$ cat src/rtl/scms_pkg.sv
// Package for the servo chute move sequencer.
// Holds the opcode, mode, fail and register codes and the shared structs.
// No dependencies.
package scms_pkg;

    typedef enum logic [1:0] {
        OP_TICK  = 2'd0,
        OP_SORT  = 2'd1,
        OP_STOW  = 2'd2,
        OP_ESTOP = 2'd3
    } t_op;

    typedef enum logic [1:0] {
        MODE_STOWED  = 2'd0,
        MODE_MOVING  = 2'd1,
        MODE_AT_BIN  = 2'd2,
        MODE_STOWING = 2'd3
    } t_mode;

    typedef enum logic [2:0] {
        FAIL_NONE       = 3'd0,
        FAIL_BUSY       = 3'd1,
        FAIL_ARM        = 3'd2,
        FAIL_GRIPPER    = 3'd3,
        FAIL_ARM_SW     = 3'd4,
        FAIL_GRIPPER_SW = 3'd5,
        FAIL_WHEELS     = 3'd6,
        FAIL_ESTOP      = 3'd7
    } t_fail;

    typedef enum logic [2:0] {
        REG_ANGLE_STOW   = 3'd0,
        REG_ANGLE_SMALL  = 3'd1,
        REG_ANGLE_MEDIUM = 3'd2,
        REG_ANGLE_LARGE  = 3'd3,
        REG_STEP_DEG     = 3'd4,
        REG_STEP_DELAY   = 3'd5,
        REG_MOVE_TIMEOUT = 3'd6,
        REG_BIN_PAUSE    = 3'd7
    } t_reg_idx;

    localparam logic [1:0] BIN_SMALL  = 2'd0;
    localparam logic [1:0] BIN_MEDIUM = 2'd1;

    localparam logic [7:0]  RST_ANGLE_STOW   = 8'd0;
    localparam logic [7:0]  RST_ANGLE_SMALL  = 8'd45;
    localparam logic [7:0]  RST_ANGLE_MEDIUM = 8'd90;
    localparam logic [7:0]  RST_ANGLE_LARGE  = 8'd135;
    localparam logic [7:0]  RST_STEP_DEG     = 8'd2;
    localparam logic [15:0] RST_STEP_DELAY   = 16'd15;
    localparam logic [15:0] RST_MOVE_TIMEOUT = 16'd3000;
    localparam logic [15:0] RST_BIN_PAUSE    = 16'd200;

    typedef struct packed {
        logic [7:0]  angle_stow;
        logic [7:0]  angle_small;
        logic [7:0]  angle_medium;
        logic [7:0]  angle_large;
        logic [7:0]  step_degrees;
        logic [15:0] step_delay_ticks;
        logic [15:0] move_timeout_ticks;
        logic [15:0] bin_pause_ticks;
    } t_cfg;

    typedef struct packed {
        t_op        opcode;
        logic [1:0] bin_select;
        logic       arm_at_home;
        logic       gripper_closed;
        logic       arm_switch_ok;
        logic       gripper_switch_ok;
        logic       wheels_stopped;
        logic       estop_active;
    } t_item;

    typedef struct packed {
        logic       accepted;
        t_fail      fail_code;
        t_mode      machine_state;
        logic [7:0] servo_angle;
        logic       busy_res;
    } t_result;

endpackage

$ cat src/rtl/scms_cfg.sv
// APB register file for the servo chute move sequencer.
// Eight registers at byte addresses 4*i; depends on scms_pkg.
module scms_cfg
    import scms_pkg::*;
(
    input  logic        i_clk,
    input  logic        i_rst_n,
    input  logic        psel,
    input  logic        penable,
    input  logic        pwrite,
    input  logic [4:0]  paddr,
    input  logic [31:0] pwdata,
    output logic [31:0] prdata,
    output logic        pready,
    output t_cfg        o_cfg
);

    t_cfg     r_cfg;
    t_reg_idx w_idx;
    logic     w_wr;

    assign pready = 1'b1;
    assign w_idx  = t_reg_idx'(paddr[4:2]);
    assign w_wr   = psel & penable & pwrite;
    assign o_cfg  = r_cfg;

    always_ff @(posedge i_clk) begin
        if (!i_rst_n) begin
            r_cfg.angle_stow         <= RST_ANGLE_STOW;
            r_cfg.angle_small        <= RST_ANGLE_SMALL;
            r_cfg.angle_medium       <= RST_ANGLE_MEDIUM;
            r_cfg.angle_large        <= RST_ANGLE_LARGE;
            r_cfg.step_degrees       <= RST_STEP_DEG;
            r_cfg.step_delay_ticks   <= RST_STEP_DELAY;
            r_cfg.move_timeout_ticks <= RST_MOVE_TIMEOUT;
            r_cfg.bin_pause_ticks    <= RST_BIN_PAUSE;
        end else if (w_wr) begin
            unique case (w_idx)
                REG_ANGLE_STOW:   r_cfg.angle_stow         <= pwdata[7:0];
                REG_ANGLE_SMALL:  r_cfg.angle_small        <= pwdata[7:0];
                REG_ANGLE_MEDIUM: r_cfg.angle_medium       <= pwdata[7:0];
                REG_ANGLE_LARGE:  r_cfg.angle_large        <= pwdata[7:0];
                REG_STEP_DEG:     r_cfg.step_degrees       <= pwdata[7:0];
                REG_STEP_DELAY:   r_cfg.step_delay_ticks   <= pwdata[15:0];
                REG_MOVE_TIMEOUT: r_cfg.move_timeout_ticks <= pwdata[15:0];
                REG_BIN_PAUSE:    r_cfg.bin_pause_ticks    <= pwdata[15:0];
            endcase
        end
    end

    always_comb begin
        unique case (w_idx)
            REG_ANGLE_STOW:   prdata = {24'd0, r_cfg.angle_stow};
            REG_ANGLE_SMALL:  prdata = {24'd0, r_cfg.angle_small};
            REG_ANGLE_MEDIUM: prdata = {24'd0, r_cfg.angle_medium};
            REG_ANGLE_LARGE:  prdata = {24'd0, r_cfg.angle_large};
            REG_STEP_DEG:     prdata = {24'd0, r_cfg.step_degrees};
            REG_STEP_DELAY:   prdata = {16'd0, r_cfg.step_delay_ticks};
            REG_MOVE_TIMEOUT: prdata = {16'd0, r_cfg.move_timeout_ticks};
            REG_BIN_PAUSE:    prdata = {16'd0, r_cfg.bin_pause_ticks};
        endcase
    end

endmodule

$ cat src/rtl/scms_core.sv
// Sequencer state and per-beat next-state logic for the servo chute.
// Holds mode, angles and the saturating tick counters; depends on scms_pkg.
module scms_core
    import scms_pkg::*;
#(
    parameter int TIMER_BITS = 16,
    parameter int ANGLE_MAX  = 180
) (
    input  logic    i_clk,
    input  logic    i_rst_n,
    input  logic    i_fire,
    input  t_item   i_item,
    input  t_cfg    i_cfg,
    output t_result o_res
);

    // compare width wide enough for the move counter and the 16-bit registers
    localparam int CW = (TIMER_BITS + 1 > 17) ? TIMER_BITS + 1 : 17;

    function automatic logic [7:0] clamp_angle(input logic [7:0] a);
        clamp_angle = (32'(a) > ANGLE_MAX) ? 8'(ANGLE_MAX) : a;
    endfunction

    t_mode                 r_mode,  n_mode;
    logic [7:0]            r_cur,   n_cur;
    logic [7:0]            r_tgt,   n_tgt;
    logic [TIMER_BITS-1:0] r_tss,   n_tss;
    logic [TIMER_BITS:0]   r_tim,   n_tim;
    logic [TIMER_BITS-1:0] r_tsa,   n_tsa;

    logic [TIMER_BITS-1:0] w_tss_inc, w_tsa_inc;
    logic [TIMER_BITS:0]   w_tim_inc;
    logic                  w_busy, w_up;
    logic [7:0]            w_dist, w_bin_angle;
    t_fail                 w_lock_fail;

    assign w_busy    = (r_mode == MODE_MOVING) || (r_mode == MODE_STOWING);
    assign w_tss_inc = (&r_tss) ? r_tss : r_tss + 1'b1;
    assign w_tim_inc = (&r_tim) ? r_tim : r_tim + 1'b1;
    assign w_tsa_inc = (&r_tsa) ? r_tsa : r_tsa + 1'b1;
    assign w_up      = r_tgt > r_cur;
    assign w_dist    = w_up ? r_tgt - r_cur : r_cur - r_tgt;

    always_comb begin
        unique case (i_item.bin_select)
            BIN_SMALL:  w_bin_angle = i_cfg.angle_small;
            BIN_MEDIUM: w_bin_angle = i_cfg.angle_medium;
            default:    w_bin_angle = i_cfg.angle_large;
        endcase
    end

    always_comb begin
        priority if (!i_item.arm_at_home)       w_lock_fail = FAIL_ARM;
        else if (!i_item.gripper_closed)        w_lock_fail = FAIL_GRIPPER;
        else if (!i_item.arm_switch_ok)         w_lock_fail = FAIL_ARM_SW;
        else if (!i_item.gripper_switch_ok)     w_lock_fail = FAIL_GRIPPER_SW;
        else if (!i_item.wheels_stopped)        w_lock_fail = FAIL_WHEELS;
        else if (i_item.estop_active)           w_lock_fail = FAIL_ESTOP;
        else                                    w_lock_fail = FAIL_NONE;
    end

    always_comb begin
        n_mode = r_mode;
        n_cur  = r_cur;
        n_tgt  = r_tgt;
        n_tss  = r_tss;
        n_tim  = r_tim;
        n_tsa  = r_tsa;
        o_res.accepted  = 1'b0;
        o_res.fail_code = FAIL_NONE;

        unique case (i_item.opcode)
            OP_TICK: begin
                // counters advance first, then the machine looks at them
                n_tss = w_tss_inc;
                n_tim = w_tim_inc;
                n_tsa = w_tsa_inc;
                if (w_busy) begin
                    if (CW'(w_tim_inc) > CW'(i_cfg.move_timeout_ticks)) begin
                        n_mode = (r_mode == MODE_MOVING) ? MODE_AT_BIN : MODE_STOWED;
                    end else if (CW'(w_tss_inc) >= CW'(i_cfg.step_delay_ticks)) begin
                        n_tss = '0;
                        if (r_cur == r_tgt) begin
                            if (r_mode == MODE_MOVING) begin
                                n_mode = MODE_AT_BIN;
                                n_tsa  = '0;
                            end else begin
                                n_mode = MODE_STOWED;
                            end
                        end else if (i_cfg.step_degrees >= w_dist) begin
                            n_cur = r_tgt;
                        end else begin
                            n_cur = w_up ? r_cur + i_cfg.step_degrees
                                         : r_cur - i_cfg.step_degrees;
                        end
                    end
                end else if (r_mode == MODE_AT_BIN) begin
                    if (CW'(w_tsa_inc) >= CW'(i_cfg.bin_pause_ticks)) begin
                        n_tgt  = clamp_angle(i_cfg.angle_stow);
                        n_tim  = '0;
                        n_mode = MODE_STOWING;
                    end
                end
            end
            OP_SORT: begin
                if (w_busy) begin
                    o_res.fail_code = FAIL_BUSY;
                end else begin
                    o_res.fail_code = w_lock_fail;
                    if (w_lock_fail == FAIL_NONE) begin
                        n_tgt  = clamp_angle(w_bin_angle);
                        n_tim  = '0;
                        n_mode = MODE_MOVING;
                        o_res.accepted = 1'b1;
                    end
                end
            end
            OP_STOW: begin
                if (w_busy) begin
                    o_res.fail_code = FAIL_BUSY;
                end else begin
                    n_tgt  = clamp_angle(i_cfg.angle_stow);
                    n_tim  = '0;
                    n_mode = MODE_STOWING;
                    o_res.accepted = 1'b1;
                end
            end
            OP_ESTOP: begin
                // freeze where we are
                n_tgt  = r_cur;
                n_mode = MODE_STOWED;
            end
        endcase

        o_res.machine_state = n_mode;
        o_res.servo_angle   = n_cur;
        o_res.busy_res      = (n_mode != MODE_STOWED);
    end

    always_ff @(posedge i_clk) begin
        if (!i_rst_n) begin
            r_mode <= MODE_STOWED;
            r_cur  <= clamp_angle(RST_ANGLE_STOW);
            r_tgt  <= clamp_angle(RST_ANGLE_STOW);
            r_tss  <= '0;
            r_tim  <= '0;
            r_tsa  <= '0;
        end else if (i_fire) begin
            r_mode <= n_mode;
            r_cur  <= n_cur;
            r_tgt  <= n_tgt;
            r_tss  <= n_tss;
            r_tim  <= n_tim;
            r_tsa  <= n_tsa;
        end
    end

endmodule

$ cat src/rtl/servo_chute_move_sequencer.sv
// Servo chute move sequencer, top level.
// An accepted item is held in the input register, then passes through the
// sequencer logic into the result register, where the receiver takes it.
// Throughput: one item per cycle unless the output stalls.
// Reset (synchronous, active low) returns registers to their defaults,
// the machine to stowed at angle 0, clears the counters and both stages.
module servo_chute_move_sequencer
    import scms_pkg::*;
#(
    parameter int TIMER_BITS = 16,
    parameter int ANGLE_MAX  = 180
) (
    input  logic        i_clk,
    input  logic        i_rst_n,
    input  logic        psel,
    input  logic        penable,
    input  logic        pwrite,
    input  logic [4:0]  paddr,
    input  logic [31:0] pwdata,
    output logic [31:0] prdata,
    output logic        pready,
    input  logic        i_in_valid,
    output logic        o_in_stall,
    input  logic [1:0]  i_opcode,
    input  logic [1:0]  i_bin_select,
    input  logic        i_arm_at_home,
    input  logic        i_gripper_closed,
    input  logic        i_arm_switch_ok,
    input  logic        i_gripper_switch_ok,
    input  logic        i_wheels_stopped,
    input  logic        i_estop_active,
    output logic        o_out_valid,
    input  logic        i_out_stall,
    output logic        o_accepted,
    output logic [2:0]  o_fail_code,
    output logic [1:0]  o_machine_state,
    output logic [7:0]  o_servo_angle,
    output logic        o_busy_res
);

    t_cfg    w_cfg;
    t_item   r_item;
    logic    r_in_vld;
    logic    r_out_vld, n_out_vld;
    t_result r_res, w_res;
    logic    w_adv, w_take;

    scms_cfg u_cfg (
        .i_clk   (i_clk),
        .i_rst_n (i_rst_n),
        .psel    (psel),
        .penable (penable),
        .pwrite  (pwrite),
        .paddr   (paddr),
        .pwdata  (pwdata),
        .prdata  (prdata),
        .pready  (pready),
        .o_cfg   (w_cfg)
    );

    // item moves into the sequencer when the result register is free or draining
    assign w_adv      = r_in_vld & (~r_out_vld | ~i_out_stall);
    assign o_in_stall = r_in_vld & ~w_adv;
    assign w_take     = i_in_valid & ~o_in_stall;

    always_ff @(posedge i_clk) begin
        if (!i_rst_n) begin
            r_in_vld <= 1'b0;
        end else if (~r_in_vld | w_adv) begin
            r_in_vld <= w_take;
        end
    end

    always_ff @(posedge i_clk) begin
        if (w_take) begin
            r_item.opcode            <= t_op'(i_opcode);
            r_item.bin_select        <= i_bin_select;
            r_item.arm_at_home       <= i_arm_at_home;
            r_item.gripper_closed    <= i_gripper_closed;
            r_item.arm_switch_ok     <= i_arm_switch_ok;
            r_item.gripper_switch_ok <= i_gripper_switch_ok;
            r_item.wheels_stopped    <= i_wheels_stopped;
            r_item.estop_active      <= i_estop_active;
        end
    end

    scms_core #(
        .TIMER_BITS (TIMER_BITS),
        .ANGLE_MAX  (ANGLE_MAX)
    ) u_core (
        .i_clk   (i_clk),
        .i_rst_n (i_rst_n),
        .i_fire  (w_adv),
        .i_item  (r_item),
        .i_cfg   (w_cfg),
        .o_res   (w_res)
    );

    always_comb begin
        if (w_adv) begin
            n_out_vld = 1'b1;
        end else begin
            n_out_vld = r_out_vld & i_out_stall;
        end
    end

    always_ff @(posedge i_clk) begin
        if (!i_rst_n) begin
            r_out_vld <= 1'b0;
        end else begin
            r_out_vld <= n_out_vld;
        end
    end

    always_ff @(posedge i_clk) begin
        if (w_adv) begin
            r_res <= w_res;
        end
    end

    assign o_out_valid     = r_out_vld;
    assign o_accepted      = r_res.accepted;
    assign o_fail_code     = r_res.fail_code;
    assign o_machine_state = r_res.machine_state;
    assign o_servo_angle   = r_res.servo_angle;
    assign o_busy_res      = r_res.busy_res;

endmodule

$ cat config.mk
export PLATFORM = sky130hd
export DESIGN_NAME = servo_chute_move_sequencer
export DESIGN_NICKNAME = d
export VERILOG_FILES = /design/src/rtl/scms_pkg.sv /design/src/rtl/scms_cfg.sv /design/src/rtl/scms_core.sv /design/src/rtl/servo_chute_move_sequencer.sv
export SDC_FILE = /design/constraint.sdc
export NUM_CORES = 1
export LEC_CHECK = 0
export BUFFER_PORTS_ARGS = -buffer_cell sky130_fd_sc_hd__buf_2
export CELL_PAD_IN_SITES_DETAIL_PLACEMENT = 0
export CELL_PAD_IN_SITES_GLOBAL_PLACEMENT = 1
export CORE_MARGIN = 2
export CORE_UTILIZATION = 35
export CTS_CLUSTER_SIZE = 10
export DETAILED_ROUTE_END_ITERATION = 16
export PLACE_DENSITY_LB_ADDON = 0.08
export SKIP_LAST_GASP = 1
export SLEW_MARGIN = 20
export SYNTH_ARGS = -nofsm -noshare
export SYNTH_HDL_FRONTEND = slang
export SYNTH_HIERARCHICAL = 1
export SYNTH_SLANG_ARGS = --single-unit
$ cat constraint.sdc
create_clock -name i_clk -period 9.64 [get_ports i_clk]
set_input_delay 0.482 -clock i_clk [delete_from_list [all_inputs] [get_ports i_clk]]
set_output_delay 0.482 -clock i_clk [all_outputs]
set_load 0.01 [all_outputs]
After elaboration in Yosys (flattened, before gate mapping). Index checks and enable logic that the tools add are counted.

Output and inout port bits: 50. Input port bits: 54. Flip-flop bits (word level): 182. Logic and storage cells: 159.

Add/subtract/negate cells: 7. Bitwise gates (word level): 13. Equality and inequality tests: 21. $lt $le $gt $ge: 7. Mux-type cells: 61. Reductions and logical operators: 21.

Operators with widths (count): one-hot mux 32 bit (8 select lines) (1); two-way mux 16 bit (10); two-way mux 8 bit (16); two-way mux 17 bit (7); one-hot mux 17 bit (3 select lines) (1); adder 16 x 1 -> 16 bit (second input constant) (2); greater-or-equal comparator 16 bit (2); one-hot mux 8 bit (4 select lines) (1); AND reduction 16 bit (2); subtractor 8 bit (3); two-way mux 3 bit (7); two-way mux 2 bit (10); AND reduction 2 bit (9); adder 17 x 1 -> 17 bit (second input constant) (1); greater-than comparator 17 x 16 -> 1 bit (1); AND reduction 17 bit (1); greater-than comparator 8 bit (second input constant) (2); one-hot mux 8 bit (2 select lines) (1); equality test 3 bit (second input constant) (4); adder 8 bit (1); equality test 2 bit (second input constant) (4); equality test 8 bit (1); greater-or-equal comparator 8 bit (1); greater-than comparator 8 bit (1); other kinds (18) (41).

Depth between registers and ports, before layout.
Depth after elaboration: 11. Depth in mapped cells: 21. Depth with buffers taken out: 20.

By module. Netlist, hierarchy kept.

By module, submodules not included: scms_core (sequential area each 1341.3 um^2, times used 1, cells an instance 874, area an instance 6741.5 um^2); scms_cfg (sequential area each 1761.7 um^2, times used 1, cells an instance 515, area an instance 4245.3 um^2); servo_chute_move_sequencer (sequential area each 790.8 um^2, times used 1, cells an instance 33, area an instance 834.6 um^2).

Worst setup path before layout. Ideal clock, no wire load.

Path kind: reg-to-reg. Start point: register u_core.r_tim[0]. End point: register r_res (netlist bit o_servo_angle[7]) (data pin). Setup time: 0.260 ns. Required time: 9.380 ns. Cell stages (with the launch flop): 17. Path buffers: 1. Period minus slack after synthesis: 4.502 ns. Data arrival time: 4.242 ns. Path slack: 5.138 ns. Cells stage by stage: dfxtp_1 > ha_1 > nand4_1 > nor4_2 > nand2_1 > and3_1 > clkbuf_1 > nand3_1 > xnor2_1 > ha_1 > nand4_1 > or4_1 > o32a_1 > a211oi_4 > nand3_2 > nor2_4 > mux2_2.

RTL lines: start: declaration (RTL line scms_core.sv:28) `logic [TIMER_BITS:0] r_tim, n_tim;`; start signal: assignment (RTL line scms_core.sv:153) `r_tim <= n_tim;`; end signal: assignment (RTL line servo_chute_move_sequencer.sv:117) `r_res <= w_res;`; end: declaration (RTL line servo_chute_move_sequencer.sv:45) `t_result r_res, w_res;`.

==> impl_metrics.tcl <==
set metrics [dict create \
    status "finished, final reports clean" \
    cts_inserted_buffers 17 \
    ys_top_cells_by_count "nand2_1 (204), dfxtp_1 (157), nor2_1 (99), inv_1 (95), ha_1 (88)" \
    finalCritPeriodShare_pct 57.8 \
    synth_area_leader_cell "dfxtp_1" \
    synth.most_common_cell "nand2_1" \
    core_sq_mm 0.0334 \
    clk_pin_slew_ns 0.08 \
    tightest_slew_ns 1.06 \
    avgRoutedWirePerCell_um 18.5 \
    rrSetupSlack_ns 4.06 \
    synth_cell_types 78 \
    synth.avg_cell_area_sq_um 8.31 \
    r2r-start "u_core/r_tim[0]" \
    ys_warn_count 6 \
    clockBufferDepth 2 \
    vias 9966 \
    grtUsageMet1_pct 28.9 \
    slowest_stage "or4_1" \
    critPathLaunchType "flip-flop" \
    fin_tns_setup_ns 0 \
    path_common_cell "nand4_1" \
    grtUsageMet3_pct 3.16 \
    hp-start "i_bin_select[0]" \
    grt_max_degree 103 \
    io_pins 104 \
    insertion_delay_ns 0.45 \
    finalSetupViolations 0 \
    drv_cap 0 \
    rsz0062_at_grt "false" \
    drt_first_pass_iters 5 \
    wirelength_um 35100 \
    synth_area_sq_mm 0.0118 \
    overflow 0 \
    ys_ff_latch 182 \
    fin_worst_skew_ns 0.0137 \
    p_leak_uw 0.00530 \
    antenna_left 0 \
    synth_top_area_share_pct 26.6 \
    fill_cells 3517 \
    worstPathRequired_ns 9.83 \
    crit_start "u_core/r_tim[0]" \
    die_area_sq_mm 0.0353 \
    peakVddDrop_mv 0.133 \
    yosys-top-cells-area "dfxtp_1 (27%), ha_1 (9.3%), nand2_1 (6.5%), edfxtp_1 (6.4%), mux2i_1 (4.1%)" \
    critPathBufInv 0 \
    groute.usage.overall_pct 20.5 \
    gp_congestion 0.779 \
    hpwl_um 25500 \
    viasPerCell 5.26 \
    rows 67 \
    arrival_ns 5.77 \
    critPathKind "flip-flop to flip-flop" \
    slew_violations 0 \
    power-per-cell-area_mw_per_mm2 140 \
    dr.first_iter.drc_count 546 \
    path_cells "ha_1, nand4_1, nor4_2, nand2_1, nand4_1, nor2_1, xor2_1, ha_1, nand4_1, or4_1, o32a_1, a211oi_4, nand3_2, nor2_4, mux2_1" \
    drc_errors 0 \
    diodes 0 \
    ys.flop_type "dfxtp_1" \
    critical_path.top_delay_family "simple AND/OR/NAND/NOR gates" \
    antenna_found_initial 0 \
    grt.met2_usage_pct 32.6 \
    relSlewSlack_pct 29.2 \
    synthCells 1422 \
    port_buffers 68 \
    critPathMaxStageDelay_ns 0.54 \
    end_kind "flip-flop" \
    path_max_fanout 15 \
    area_delta_synth_final_pct 10.0 \
    synth-edff-count 25 \
    cts.hold.buffers_added 0 \
    cts_root_buf "clkbuf_16" \
    die_w_um 188 \
    yosysSeqAreaShare_pct 32.9 \
    drive_above_1_share_pct 10.6 \
    die_y_um 188 \
    initial_core_util_pct 35.4 \
    nets 1580 \
    fmax_mhz 179 \
    utilization_pct 39.0 \
    cts_setup_buffers 0 \
    grt_pass1_vias 9725 \
    grt_pass1_wl_um 56300 \
    busiest_layer "met2" \
    cts-htree-levels 4 \
    cts_tree "built" \
    post_cts_resized 0 \
    clock_sinks 182 \
    finalHoldViolCount 0 \
    synth_async_sr_flop_share_pct 0 \
    hold_path_class "primary input to flip-flop" \
    period_minus_slack_ns 5.58 \
]
[logic make-up after synthesis]
family / after synthesis / synth area share, %
compound gates: 320 / 18.9
xor+xnor: 50 / 3.82
fa+ha+maj: 91 / 9.82
buf+inv: 190 / 6.92
flops: 182 / 32.9
mux: 82 / 7.30
other cells: 2 / 0.0635
simple gates: 505 / 20.2
[cell type report]
class	instances	area (sq um)	share of cell area (%)
Sequential cell	182	3890	29.9
Tap cell	448	561	4.31
Inverter	95	357	2.74
Timing Repair Buffer	74	385	2.96
Clock buffer	17	425	3.27
Clock inverter	15	206	1.59
Multi-Input combinational cell	1065	7180	55.2
[cell usage in the layout (no fill, tap or decap), drive strengths merged, types with 6 or more instances in the layout]
| cell type | netlist | final |
|---|---|---|
| edfxtp | 25 | 25 |
| and3 | 12 | 12 |
| inv | 95 | 103 |
| nor2 | 105 | 105 |
| a31oi | 10 | 10 |
| nor3 | 17 | 17 |
| nand2b | 16 | 16 |
| a211oi | 18 | 18 |
| mux2 | 34 | 34 |
| a22oi | 28 | 28 |
| xnor2 | 30 | 30 |
| a221oi | 12 | 12 |
| xor2 | 19 | 19 |
| conb | 2 | 17 |
| nor2b | 26 | 26 |
| o211ai | 7 | 7 |
| nand4 | 24 | 24 |
| a21o | 18 | 18 |
| mux2i | 48 | 48 |
| buf | 46 | 74 |
| or3 | 6 | 6 |
| a21boi | 55 | 55 |
| nor4 | 13 | 13 |
| dfxtp | 157 | 157 |
| a21oi | 47 | 47 |
| nand3 | 59 | 59 |
| o31ai | 7 | 7 |
| o21ai | 61 | 61 |
| ha | 88 | 88 |
| o21a | 6 | 6 |
| a22o | 19 | 19 |
| clkbuf | 49 | 17 |
| nand2 | 204 | 204 |
[report_power, final]
part / switching, uW / internal [uW]
clock network: 363 / 401
registers: 11.5 / 780
logic: 159 / 100
[per-stage QoR]
stage | setup WS [ns] | total power, uW | area, sq um | hold slack (ns) | instances
finish | 4.06 | 1810 | 13000 | 0.199 | 1896
global route | 3.59 | 1900 | 13000 | 0.176 | 1896
CTS | 4.02 | 1840 | 13000 | 0.177 | 1896
detailed placement | 4.06 | 1070 | 12400 | 0.461 | 1864
global placement | 4.05 | 1070 | 12400 | 0.456 | 1864
floorplan | 5.14 | 997 | 11900 | 0.445 | 1437
[worst paths after layout]
check | cells past startpoint | to
worst max-delay path | 15 | o_servo_angle[1]
worst min-delay path | 1 | r_item[6]
worst max register to register | 15 | o_servo_angle[1]
worst min register to register | 2 | u_cfg/o_cfg[14]
[registers in the layout, indices dropped and copies added, names as in the netlist]
| signal | flops |
|---|---|
| u_cfg/o_cfg | 88 |
| u_core/r_tim | 17 |
| u_core/r_tsa | 16 |
| u_core/r_tss | 16 |
| r_item | 10 |
| o_servo_angle | 8 |
| u_core/r_cur | 8 |
| u_core/r_tgt | 8 |
| o_fail_code | 3 |
| o_machine_state | 2 |
| u_core/r_mode | 2 |
| o_accepted | 1 |
| o_busy_res | 1 |
| o_out_valid | 1 |
| r_in_vld | 1 |
[metal layers]
metal	vias to the layer above	part of all wire, %
li1	5002	-
met1	4782	51
met2	164	45
met3	18	3.1
met4	0	1.3
met5	-	0
[worst reg2reg max path, stage by stage (launching register included)]
cell      delay [ns]
dfxtp_1         0.42
ha_1            0.25
nand4_1         0.12
nor4_2          0.53
nand2_1         0.28
nand4_1         0.35
nor2_1          0.12
xor2_1          0.17
ha_1            0.30
nand4_1         0.11
or4_1           0.54
o32a_1          0.40
a211oi_4        0.50
nand3_2         0.44
nor2_4          0.40
mux2_1          0.38
Power figures use the tool's default switching activity.
